===== config.mk =====
export PLATFORM = sky130hd
export DESIGN_NAME = url_percent_decoder
export DESIGN_NICKNAME = d
export VERILOG_FILES = /design/src/sv/udec_pkg.sv /design/src/sv/udec_in_stage.sv /design/src/sv/udec_decode.sv /design/src/sv/udec_out_buf.sv /design/src/sv/url_percent_decoder.sv
export SDC_FILE = /design/constraint.sdc
export NUM_CORES = 1
export LEC_CHECK = 0
export BUFFER_PORTS_ARGS = -buffer_cell sky130_fd_sc_hd__buf_4
export CAP_MARGIN = 20
export CORE_MARGIN = 2
export CORE_UTILIZATION = 40
export DETAILED_ROUTE_END_ITERATION = 6
export SKIP_LAST_GASP = 1
export SLEW_MARGIN = 5
export SYNTH_ARGS = -nofsm -noshare
export SYNTH_HDL_FRONTEND = slang
export SYNTH_SLANG_ARGS = --single-unit
export TNS_END_PERCENT = 50

===== constraint.sdc =====
create_clock -name clk -period 2.2 [get_ports clk]
set_input_delay 0.33 -clock clk [delete_from_list [all_inputs] [get_ports clk]]
set_output_delay 0.33 -clock clk [all_outputs]
set_load 0.01 [all_outputs]

===== src/sv/udec_pkg.sv =====
// shared types, character constants and hex helpers for the url percent decoder
package udec_pkg;

  localparam logic [7:0] CH_PLUS    = 8'h2B;
  localparam logic [7:0] CH_SPACE   = 8'h20;
  localparam logic [7:0] CH_PERCENT = 8'h25;

  localparam int unsigned MAX_RESULTS = 3;

  // one encoded byte as held in the input register
  typedef struct packed {
    logic [7:0] data;
    logic       last;
  } item_t;

  // the decoded bytes produced by one encoded byte
  typedef struct packed {
    logic [1:0]                        count;
    logic [MAX_RESULTS-1:0][7:0]       data;
    logic                              last;
  } result_t;

  function automatic logic is_hex(logic [7:0] c);
    return ((c >= 8'h30) && (c <= 8'h39)) ||
           ((c >= 8'h41) && (c <= 8'h46)) ||
           ((c >= 8'h61) && (c <= 8'h66));
  endfunction

  // value of a hex digit; only meaningful when is_hex holds
  function automatic logic [3:0] hex_val(logic [7:0] c);
    logic [3:0] v;
    if (c[6]) begin
      v = c[3:0] + 4'd9;
    end else begin
      v = c[3:0];
    end
    return v;
  endfunction

endpackage


===== src/sv/udec_in_stage.sv =====
// input register: holds one encoded byte until the decode stage takes it
module udec_in_stage (
  input  logic              clk,
  input  logic              rst,
  input  logic              in_valid,
  output logic              in_ready,
  input  logic [7:0]        in_byte,
  input  logic              in_last,
  input  logic              free,
  output logic              take,
  output udec_pkg::item_t   item
);

  logic held;

  assign take     = held && free;
  assign in_ready = !held || free;

  always_ff @(posedge clk) begin
    if (rst) begin
      held <= 1'b0;
    end else if (in_valid && in_ready) begin
      held <= 1'b1;
    end else if (take) begin
      held <= 1'b0;
    end
  end

  always_ff @(posedge clk) begin
    if (in_valid && in_ready) begin
      item.data <= in_byte;
      item.last <= in_last;
    end
  end

endmodule


===== src/sv/udec_decode.sv =====
// escape tracking and decode of one byte into up to three result bytes
module udec_decode (
  input  logic              clk,
  input  logic              rst,
  input  logic              take,
  input  udec_pkg::item_t   item,
  output udec_pkg::result_t res
);

  typedef enum logic [1:0] {
    PH_IDLE,
    PH_PCT,
    PH_DIG
  } phase_t;

  phase_t     phase;
  phase_t     phase_next;
  logic [7:0] held_hex_char;
  logic [7:0] plain;
  logic       plain_hold;
  logic       hex;

  assign hex        = udec_pkg::is_hex(item.data);
  assign plain      = (item.data == udec_pkg::CH_PLUS) ? udec_pkg::CH_SPACE : item.data;
  assign plain_hold = (item.data == udec_pkg::CH_PERCENT) && !item.last;

  always_comb begin
    res.count  = 2'd0;
    res.data   = '0;
    res.last   = item.last;
    phase_next = PH_IDLE;
    unique case (phase)
      PH_PCT: begin
        if (hex && !item.last) begin
          phase_next = PH_DIG;
        end else if (hex) begin
          res.count   = 2'd2;
          res.data[0] = udec_pkg::CH_PERCENT;
          res.data[1] = item.data;
        end else if (plain_hold) begin
          res.count   = 2'd1;
          res.data[0] = udec_pkg::CH_PERCENT;
          phase_next  = PH_PCT;
        end else begin
          res.count   = 2'd2;
          res.data[0] = udec_pkg::CH_PERCENT;
          res.data[1] = plain;
        end
      end
      PH_DIG: begin
        if (hex) begin
          res.count   = 2'd1;
          res.data[0] = {udec_pkg::hex_val(held_hex_char), udec_pkg::hex_val(item.data)};
        end else if (plain_hold) begin
          res.count   = 2'd2;
          res.data[0] = udec_pkg::CH_PERCENT;
          res.data[1] = held_hex_char;
          phase_next  = PH_PCT;
        end else begin
          res.count   = 2'd3;
          res.data[0] = udec_pkg::CH_PERCENT;
          res.data[1] = held_hex_char;
          res.data[2] = plain;
        end
      end
      default: begin
        // idle, and the unused code behaves as idle
        if (plain_hold) begin
          phase_next = PH_PCT;
        end else begin
          res.count   = 2'd1;
          res.data[0] = plain;
        end
      end
    endcase
  end

  always_ff @(posedge clk) begin
    if (rst) begin
      phase         <= PH_IDLE;
      held_hex_char <= 8'h00;
    end else if (take) begin
      phase <= phase_next;
      if ((phase == PH_PCT) && (phase_next == PH_DIG)) begin
        held_hex_char <= item.data;
      end
    end
  end

endmodule


===== src/sv/udec_out_buf.sv =====
// result register: holds the bytes of one decoded item and hands them out in order
module udec_out_buf (
  input  logic              clk,
  input  logic              rst,
  input  logic              load,
  input  udec_pkg::result_t res,
  output logic              free,
  output logic              out_valid,
  input  logic              out_ready,
  output logic [7:0]        out_byte,
  output logic              out_last
);

  logic [1:0]                                  rem;
  logic [1:0]                                  idx;
  logic [udec_pkg::MAX_RESULTS-1:0][7:0]       data;
  logic                                        last;

  assign out_valid = (rem != 2'd0);
  assign free      = (rem == 2'd0) || ((rem == 2'd1) && out_ready);
  assign out_last  = last && (rem == 2'd1);

  always_comb begin
    unique case (idx)
      2'd1:    out_byte = data[1];
      2'd2:    out_byte = data[2];
      default: out_byte = data[0];
    endcase
  end

  always_ff @(posedge clk) begin
    if (rst) begin
      rem <= 2'd0;
      idx <= 2'd0;
    end else if (load) begin
      rem <= res.count;
      idx <= 2'd0;
    end else if (out_valid && out_ready) begin
      rem <= rem - 2'd1;
      idx <= idx + 2'd1;
    end
  end

  always_ff @(posedge clk) begin
    if (load) begin
      data <= res.data;
      last <= res.last;
    end
  end

endmodule


===== src/sv/url_percent_decoder.sv =====
// top level of the streaming url percent decoder
//
// Streaming url decoder, one encoded byte in per transfer, decoded bytes out
// one per transfer. '+' becomes a space, '%' with two hex digits (either case)
// becomes the encoded byte, and an escape that does not complete is passed
// through literally before the byte that broke it is handled as usual (so a
// second '%' opens a new escape). in_last flushes any held '%' or digit and
// out_last marks the final decoded byte; every final byte gives at least one
// output. Each accepted byte goes into an input register, is decoded against
// the escape state into up to three result bytes when the result register
// can load, and those sit in the result register, which drains one byte per
// cycle while out_ready is high. With no back pressure a byte is taken every
// cycle as long as each byte yields at most one output; a byte that yields
// two or three outputs (a broken escape) holds the result register until its
// bytes are out, and the input side waits meanwhile.
module url_percent_decoder (
  input  logic       clk,
  input  logic       rst,
  input  logic       in_valid,
  output logic       in_ready,
  input  logic [7:0] in_byte,
  input  logic       in_last,
  output logic       out_valid,
  input  logic       out_ready,
  output logic [7:0] out_byte,
  output logic       out_last
);

  udec_pkg::item_t   item;
  udec_pkg::result_t res;
  logic              take;   // input register moves into decode this cycle
  logic              free;   // result register can load this cycle

  // input register
  udec_in_stage u_in (
    .clk      (clk),
    .rst      (rst),
    .in_valid (in_valid),
    .in_ready (in_ready),
    .in_byte  (in_byte),
    .in_last  (in_last),
    .free     (free),
    .take     (take),
    .item     (item)
  );

  // escape state and decode
  udec_decode u_dec (
    .clk  (clk),
    .rst  (rst),
    .take (take),
    .item (item),
    .res  (res)
  );

  // result register, drained one byte per transfer
  udec_out_buf u_out (
    .clk       (clk),
    .rst       (rst),
    .load      (take),
    .res       (res),
    .free      (free),
    .out_valid (out_valid),
    .out_ready (out_ready),
    .out_byte  (out_byte),
    .out_last  (out_last)
  );

endmodule


# Word-level counts from Yosys, hierarchy flattened
# Cells that the tools add are included.
[classes] muxes=26 n_addsub=4 magnitude_cmp=6 n_reduce_logical=24 bitwise=1 n_eq_ne=8
[ops] op="8-bit one-hot mux with 2 select lines" n=3
[ops] op="16-bit 2-to-1 mux" n=2
[ops] op="8-bit 2-to-1 mux" n=4
[ops] op="8-bit by 6-bit == test with 1-bit output, second input constant" n=2
[ops] op="8-bit by 7-bit greater-or-equal comparator with 1-bit output, second input constant" n=2
[ops] op="8-bit by 7-bit <= comparator with 1-bit output, second input constant" n=2
[ops] op="2-bit 2-to-1 mux" n=8
[ops] op="1-bit logical AND" n=11
[ops] op="4-bit adder, second input constant" n=2
[ops] op="8-bit by 6-bit greater-or-equal comparator with 1-bit output, second input constant" n=1
[ops] op="8-bit by 6-bit <= comparator with 1-bit output, second input constant" n=1
[ops] op="4-bit 2-to-1 mux" n=2
[ops] op="2-bit one-hot mux with 2 select lines" n=2
[ops] op="2-bit by 1-bit == test with 1-bit output, second input constant" n=3
[ops] op="2-bit == test, second input constant" n=3
[ops] op="2-bit nonzero test" n=3
[ops] op="1-bit 2-to-1 mux" n=5
[ops] op="1-bit logical OR" n=4
[ops] op="2-bit OR reduction" n=2
[ops] op="2-bit by 1-bit adder with 2-bit output, second input constant" n=1
[ops] op="1-bit logical NOT" n=2
[ops] op="2-bit logical NOT" n=1
[ops] op="2-bit AND reduction" n=1
[ops] op="2-bit by 1-bit subtractor with 2-bit output, second input constant" n=1
[ops] op="1-bit NOT" n=1
[totals] wordCells=80 ff_bits=49 output_inout_bits=11 in_bits=13

# Longest topological paths before layout
# Gate-level depths: netlist of run 1.
[depth] ltp_word=10 depth_mapped=8 mapped_depth_nobuf=8

# Modules after synthesis
# From an unflattened synthesis of run 1, not the netlist that was laid out.
[unflattened] cells_unflattened=229 area_unflattened_um2=2602.5
[by_module_without_submodules] mod="udec_out_buf" cells_per_inst=83 area_each_um2=1156.1 n_inst=1
[by_module_without_submodules] mod="udec_decode" cells_per_inst=131 area_each_um2=1113.6 n_inst=1
[by_module_without_submodules] mod="udec_in_stage" cells_per_inst=15 area_each_um2=332.8 n_inst=1

# Worst setup path after synthesis of run 1
# No wires, ideal clock.
[synth_timing] path_kind="register to register" startpoint="register u_out.rem[0]" endpoint="register u_dec.held_hex_char[4]" n_path_buf=0 required_time_ps=2067 path_stages_with_launch=9 arrival_ps=1988 setup_slack_ps=80 cell_sequence="dfxtp_1 -> inv_1 -> ha_1 -> a21oi_1 -> nand2b_2 -> inv_1 -> nand2_1 -> nor2_1 -> a211oi_2"
[synth_via] elab_chain_len=5 elab_cells_between_ends=6 cone_classes="eq/ne (1); reduce/logical (5)"
[synth_lines] item="from (decl)" line_no="udec_out_buf.sv:14" source="logic [1:0] rem;"
[synth_lines] item="from (signal assigned)" line_no="udec_out_buf.sv:36" source="rem <= res.count;"
[synth_lines] item="from (signal assigned)" line_no="udec_out_buf.sv:39" source="rem <= rem - 2'd1;"
[synth_lines] item="2-bit by 1-bit == test with 1-bit output" line_no="udec_out_buf.sv:20" source="assign free = (rem == 2'd0) || ((rem == 2'd1) && out_ready);"
[synth_lines] item="1-bit logical AND" line_no="udec_out_buf.sv:20"
[synth_lines] item="1-bit logical OR *" line_no="udec_out_buf.sv:20"
[synth_lines] item="1-bit logical AND *" line_no="udec_in_stage.sv:16" source="assign take = held && free;"
[synth_lines] item="via take" line_no="url_percent_decoder.sv:31" source="logic take;"
[synth_lines] item="2-bit AND reduction (no line) *"
[synth_lines] item="to (signal assigned)" line_no="udec_decode.sv:85" source="held_hex_char <= item.data;"
[synth_lines] item="to (decl)" line_no="udec_decode.sv:18" source="logic [7:0] held_hex_char;"
# Mark *: on every way through the listed nets, which the timed path passes. The rest lies on a longest branch.
# A chain may end at the register's enable or synchronous reset.

# Worst setup path after layout of run 1
[layout_timing] startpoint="register u_out.rem[0]" endpoint="register u_out.rem[1]"
[layout_via] elab_chain_len=5 elab_cells_between_ends=11 cone_classes="add/sub (1); eq/ne (1); mux (2); reduce/logical (7)"
[layout_lines] item="2-bit by 1-bit == test with 1-bit output" line_no="udec_out_buf.sv:20"
[layout_lines] item="1-bit logical AND" line_no="udec_out_buf.sv:20"
[layout_lines] item="1-bit logical OR *" line_no="udec_out_buf.sv:20"
[layout_lines] item="1-bit logical AND *" line_no="udec_in_stage.sv:16"
[layout_lines] item="via take" line_no="url_percent_decoder.sv:31"
[layout_lines] item="2-bit 2-to-1 mux / 2-bit nonzero test (equally long branches)"
# Mark *: on every way through the listed nets, which the timed path passes. The rest lies on a longest branch. The select of a mux whose other input is x is not followed.

==> results of run 1 <==
[through the flow]
step	instance area [sq um]	total power [mW]	setup slack, ns	hold WS (ns)	cells
3_5_place_dp	2851	1.726	0.1828	0.4835	339
5_1_grt	2963	2.453	-0.02125	0.1881	347
6_report	2963	2.330	0.1810	0.2016	347
3_3_place_gp	2851	1.720	0.2309	0.4626	339
2_1_floorplan	2554	1.508	0.07976	0.4289	238
4_1_cts	2962	2.345	0.1671	0.1974	347
[cell type report]
| cell class | count | area, sq um | share of cell area [%] |
|---|---|---|---|
| sequential | 49 | 1321 | 44.59 |
| clock inverter | 3 | 41.29 | 1.394 |
| timing repair buffer | 33 | 247.7 | 8.362 |
| tap | 77 | 96.34 | 3.252 |
| inverter | 12 | 45.04 | 1.520 |
| clock buffer | 5 | 68.82 | 2.323 |
| multi-input combinational | 168 | 1142 | 38.56 |
[placed cells by master, fill, tap and decap left out, types with 2 or more instances in the layout]
cell	n
xor2_1	4
and2_1	5
xnor2_1	3
o22ai_2	2
nor2b_1	2
inv_1	12
a22o_1	2
nor3_1	3
nand2b_1	2
a21oi_1	15
o31ai_1	2
nor3b_1	2
o21ai_2	4
o21ai_0	17
nand3_1	10
clkbuf_8	5
o2bb2ai_1	5
buf_4	33
dfxtp_1	15
nand2_1	26
edfxtp_1	34
nand3b_1	2
a22oi_1	12
ha_1	10
nor2_1	17
[sequential cells by signal (all words and copies together), names as in the netlist]
register,flops
u_dec.held_hex_char,8
u_dec.phase,2
u_in.held,1
u_in.item,9
u_out.data,24
u_out.idx,2
u_out.last,1
u_out.rem,2
[cells by family after synthesis]
logic type | after synthesis | share of synthesized area (%)
multiplexers | 2 | 0.8329
buffers and inverters | 21 | 3.576
flip-flops | 49 | 51.74
AND/OR/NAND/NOR | 80 | 17.15
adder cells (fa/ha/maj) | 10 | 4.900
XOR/XNOR | 7 | 2.401
AO/OA/AOI/OAI | 69 | 19.40
[per-layer routing]
layer	track usage (%)	share of wire [%]	up-vias	wire [um]
met4	4.399	1.1	0	60
met5	0	0	-	0
li1	-	-	940	-
met1	21.10	46	875	2422
met2	27.05	49	42	2568
met3	2.770	3.9	7	204
[critical path: stages, from the launching register on]
cell	delay (ns)
dfxtp_1	0.40
inv_1	0.06
ha_1	0.26
a21oi_1	0.21
nand2b_2	0.22
inv_1	0.17
a21oi_1	0.26
a311oi_2	0.09
nor4_2	0.27
[power groups by stage]
stage,clock network [mW],logic [mW],registers [mW]
2_1_floorplan,0,0.356,1.15
3_3_place_gp,0,0.556,1.16
3_5_place_dp,0,0.560,1.17
4_1_cts,0.638,0.562,1.14
5_1_grt,0.673,0.624,1.16
6_report,0.628,0.556,1.14
[what timing repair did]
action | CTS | global route
hold endpoints to repair | 0 | 0
resized for setup | 0 | 1
endpoints found under the setup margin | 0 | 3
[worst paths after layout]
path	slack [ns]	cells past startpoint	end
setup / recovery	0.18	8	u_out.rem[1]
hold / removal	0.20	1	u_in.item[3]
setup reg to reg	0.18	8	u_out.rem[1]
hold reg to reg	0.50	1	u_dec.held_hex_char[7]
==> impl_metrics.csv, run 1 <==
group,metric,value,unit
sta,worst_slew_pin_slew,0.4804,ns
floorplan,fp.dieH,83.90,um
sta,min_period,2.019,ns
global_route,grt_pass1_vias,1831,
sta,fmax,0.4953,GHz
flow_run,maxCapViolCount,0,
critical_path,crit_fanout,7,
logic_synthesis,ys_types,50,
sta,worst_clock_skew,0.005508,ns
logic_synthesis,async_flop_share,0,%
power_and_ir_drop,power_leakage,1.081,nW
global_route,antenna_found_initial,0,
cells_and_area,fin_util,47.20,%
sta,rsz0062_at_grt,"yes",
critical_path,arrival,2.23,ns
detailed_routing,antenna_left,0,
power_and_ir_drop,p_seq_share,49.1,%
clock_network,clk_pin_slew,0.08,ns
floorplan,fp.dieArea,7039,sq um
logic_synthesis,syn_area_per_cell,10.73,sq um
critical_path,path_class,"reg2reg",
logic_synthesis,yosysMostFrequentCell,"edfxtp_1",
cells_and_area,antennaDiodeCount,0,
logic_synthesis,synth-main-ff-cell,"edfxtp_1",
sta,fin_tns_setup,0,ns
critical_path,critPathLaunchType,"flop",
power_and_ir_drop,combPwrFrac,23.9,%
critical_path,worstReg2RegStart,"u_out.rem[0]",
clock_network,htreeDepth,2,
floorplan,ios,24,
power_and_ir_drop,irDropWorstVdd,369.1,uV
global_route,overflow,0,
detailed_routing,drc,0,
global_route,grt_usage,15.97,%
power_and_ir_drop,p_clk_share,27.0,%
place,dpl.hpwl,3933,um
sta,setup_viol,0,
logic_synthesis,synth_edf_count,34,
status,status,"finished, final reports clean",
global_route,grt_max_degree,26,
hold_path,hold_path_class,"in2reg",
logic_synthesis,synthTopCellsByCount,"edfxtp_1, nand2_1, nor2_1, o21ai_0",
critical_path,crit_start,"u_out.rem[0]",
logic_synthesis,synth_fp_nets,261,
clock_network,ctsRootBufferMaster,"clkbuf_8",
logic_synthesis,syn_area,2554,sq um
hold_path,min_from,"in_byte[2]",
clock_network,cts_tree,"done",
cells_and_area,areaGrowthSynthToFinish,16.02,%
logic_synthesis,syn_inst,238,
detailed_routing,vias,1864,
cells_and_area,nets,292,
clock_network,max-clock-path-buffers,2,
clock_network,clk-insertion-delay-late,0.30,ns
floorplan,start_util,40.68,%
cells_and_area,fill_cells,601,
logic_synthesis,yosys_warnings,0,
logic_synthesis,seq_area_frac_synth,51.74,%
floorplan,fp.dieW,83.90,um
sta,drv_slew,0,
floorplan,core,6277,sq um
detailed_routing,wl_per_cell,15.14,um
detailed_routing,routed_wl,5255,um
cells_and_area,drive_above_1_share,21.85,%
place,port_buffers,23,
floorplan,row_count,29,
clock_network,post_cts_buffers,0,
detailed_routing,first_pass_iters,4,
global_route,grt_pass1_wl,9004,um
logic_synthesis,netlist.area_leader.share,39.98,%
detailed_routing,drtIter0Drc,114,
clock_network,cts.sinks,49,
logic_synthesis,synthTopCellsByArea,"edfxtp_1, dfxtp_1, ha_1, nand2_1, a22oi_1",
power_and_ir_drop,power_density,786.3,nW/um^2
critical_path,worstPathRequired,2.41,ns
power_and_ir_drop,p_sw,0.6633,mW
critical_path,crit_path_end_kind,"flop",
sta,finalCritPeriodShare,91.77,%
sta,finalHoldViolCount,0,
power_and_ir_drop,switching_share,28.47,%
place,place.gp.congestion,0.8244,
clock_network,cts_made_buffers,5,
sta,relSlewSlack,67.97,%
detailed_routing,viasPerCell,5.372,
logic_synthesis,yosysTopAreaCell,"edfxtp_1",
logic_synthesis,ys_seq_elements,49,
clock_network,holdBufCountCts,0,
power_and_ir_drop,p_int,1.666,mW
(Power assumes the default switching activity.)
==> run 2: changes to the inputs <==
SETUP_SLACK_MARGIN = 0.4   (was not set)
==> impl_metrics.csv, run 2 (synthesized netlist as in run 1, its figures left out) <==
group,metric,value,unit
clock_network,clk-insertion-delay-late,0.30,ns
detailed_routing,viasPerCell,5.322,
place,port_buffers,23,
global_route,antenna_found_initial,0,
detailed_routing,antenna_left,0,
floorplan,row_count,29,
floorplan,fp.dieW,83.90,um
clock_network,cts_tree,"done",
detailed_routing,m1WireLength,2646,um
cells_and_area,fill_cells,567,
detailed_routing,vias,1932,
critical_path,crit_path_end_kind,"flop",
global_route,grt_pass1_vias,1882,
detailed_routing,first_pass_iters,4,
detailed_routing,routed_wl,5882,um
detailed_routing,drtIter0Drc,92,
sta,fin_tns_setup,0,ns
clock_network,ctsRootBufferMaster,"clkbuf_8",
sta,min_period,1.887,ns
power_and_ir_drop,irDropWorstVdd,372.7,uV
status,status,"finished, final reports clean",
hold_path,hold_path_class,"in2reg",
sta,relSlewSlack,71.55,%
cells_and_area,nets,308,
detailed_routing,top_layer,"met4",
power_and_ir_drop,power.total,2.516,mW
floorplan,core,6277,sq um
global_route,grt_usage,17.40,%
cells_and_area,multiInputGateArea,1356,sq um
floorplan,ios,24,
critical_path,path_class,"reg2reg",
detailed_routing,route.met2.wl,2883,um
sta,finalCritPeriodShare,85.77,%
floorplan,start_util,40.68,%
sta,setup_viol,0,
detailed_routing,drc,0,
clock_network,clk_pin_slew,0.09,ns
clock_network,max-clock-path-buffers,2,
cells_and_area,antennaDiodeCount,0,
detailed_routing,wl_per_cell,16.20,um
cells_and_area,drive_above_1_share,39.86,%
cells_and_area,final_common_cell,"buf_4",
critical_path,crit_fanout,7,
power_and_ir_drop,power_leakage,1.195,nW
cells_and_area,areaGrowthSynthToFinish,31.21,%
cells_and_area,mostFrequentLayoutCells,"buf_4, edfxtp_1, nand2_1",
detailed_routing,wl_met3,230,um
sta,worst_slew_pin_slew,0.4262,ns
global_route,grt_max_degree,26,
sta,fmax,0.5299,GHz
flow_run,maxCapViolCount,0,
cells_and_area,largest_reg_flops,24,
clock_network,cts.sinks,49,
sta,worst_clock_skew,0.005164,ns
sta,rsz0062_at_grt,"yes",
critical_path,worstPathRequired,2.37,ns
floorplan,fp.dieH,83.90,um
cells_and_area,regMostFlops,"u_out.data",
global_route,grt_pass1_wl,9611,um
floorplan,fp.dieArea,7039,sq um
place,place.gp.congestion,0.8322,
place,dpl.hpwl,3849,um
cells_and_area,top_regs,"u_out.data: 24 flops, u_in.item: 9 flops, u_dec.held_hex_char: 8 flops",
sta,finalHoldViolCount,0,
clock_network,htreeDepth,2,
sta,drv_slew,0,
clock_network,cts_made_buffers,5,
critical_path,critPathLaunchType,"flop",
global_route,overflow,0,
power_and_ir_drop,power_density,750.8,nW/um^2
critical_path,arrival,2.06,ns
cells_and_area,seqCellArea,1326,sq um
run 2: final cells by class:
class                           instances  share of cell area [%]
Tap cell                               77                   2.875
Inverter                               12                   1.456
Clock inverter                          2                   1.046
Timing Repair Buffer                   49                   12.40
Sequential cell                        49                   39.58
Clock buffer                            6                   2.166
Multi-Input combinational cell        168                   40.48
run 2: final timing paths:
path	to	slack, ns	cells past startpoint	from
setup / recovery	u_out.data[14]	0.31	8	u_in.item[1]
hold / removal	u_in.item[0]	0.20	1	in_last
setup reg to reg	u_out.data[14]	0.31	8	u_in.item[1]
hold reg to reg	u_dec.held_hex_char[7]	0.48	1	u_dec.held_hex_char[7]
run 2: metal layers:
| metal | vias up | global-route usage (%) |
|---|---|---|
| li1 | 975 | - |
| met1 | 907 | 22.34 |
| met2 | 39 | 29.16 |
| met3 | 11 | 3.363 |
| met4 | 0 | 6.452 |
| met5 | - | 0 |
run 2: worst max-delay path, cell delays in order, from the launching register on:
cell      delay [ns]
edfxtp_1        0.44
buf_6           0.15
ha_4            0.16
nor3b_4         0.19
o21ai_2         0.09
buf_6           0.14
a31o_4          0.23
nor2_4          0.17
a22o_1          0.19
run 2: what timing repair did:
item | in CTS | in global routing
setup endpoints to repair | 41 | 43
pin swaps | 13 | 15
gates resized for setup | 32 | 24
hold endpoints to repair | 0 | 0
hold buffers | 0 | 0
buffers inserted | 16 | 3
run 2: report_power, final:
part	switching (mW)	internal, mW
Sequential	0.0558	1.09
Clock	0.296	0.338
Combinational	0.376	0.356
run 2: per-stage QoR:
stage	cell area, sq um	setup slack, ns	utilization [%]	hold WS [ns]	instances
2_1_floorplan	2587	0.2889	-	0.4289	238
3_3_place_gp	2863	0.1361	45.60	0.4688	336
3_5_place_dp	2863	0.1164	45.60	0.4713	336
4_1_cts	3254	0.3134	51.84	0.1920	360
5_1_grt	3351	0.2207	53.38	0.1883	363
6_report	3351	0.3130	53.38	0.1983	363
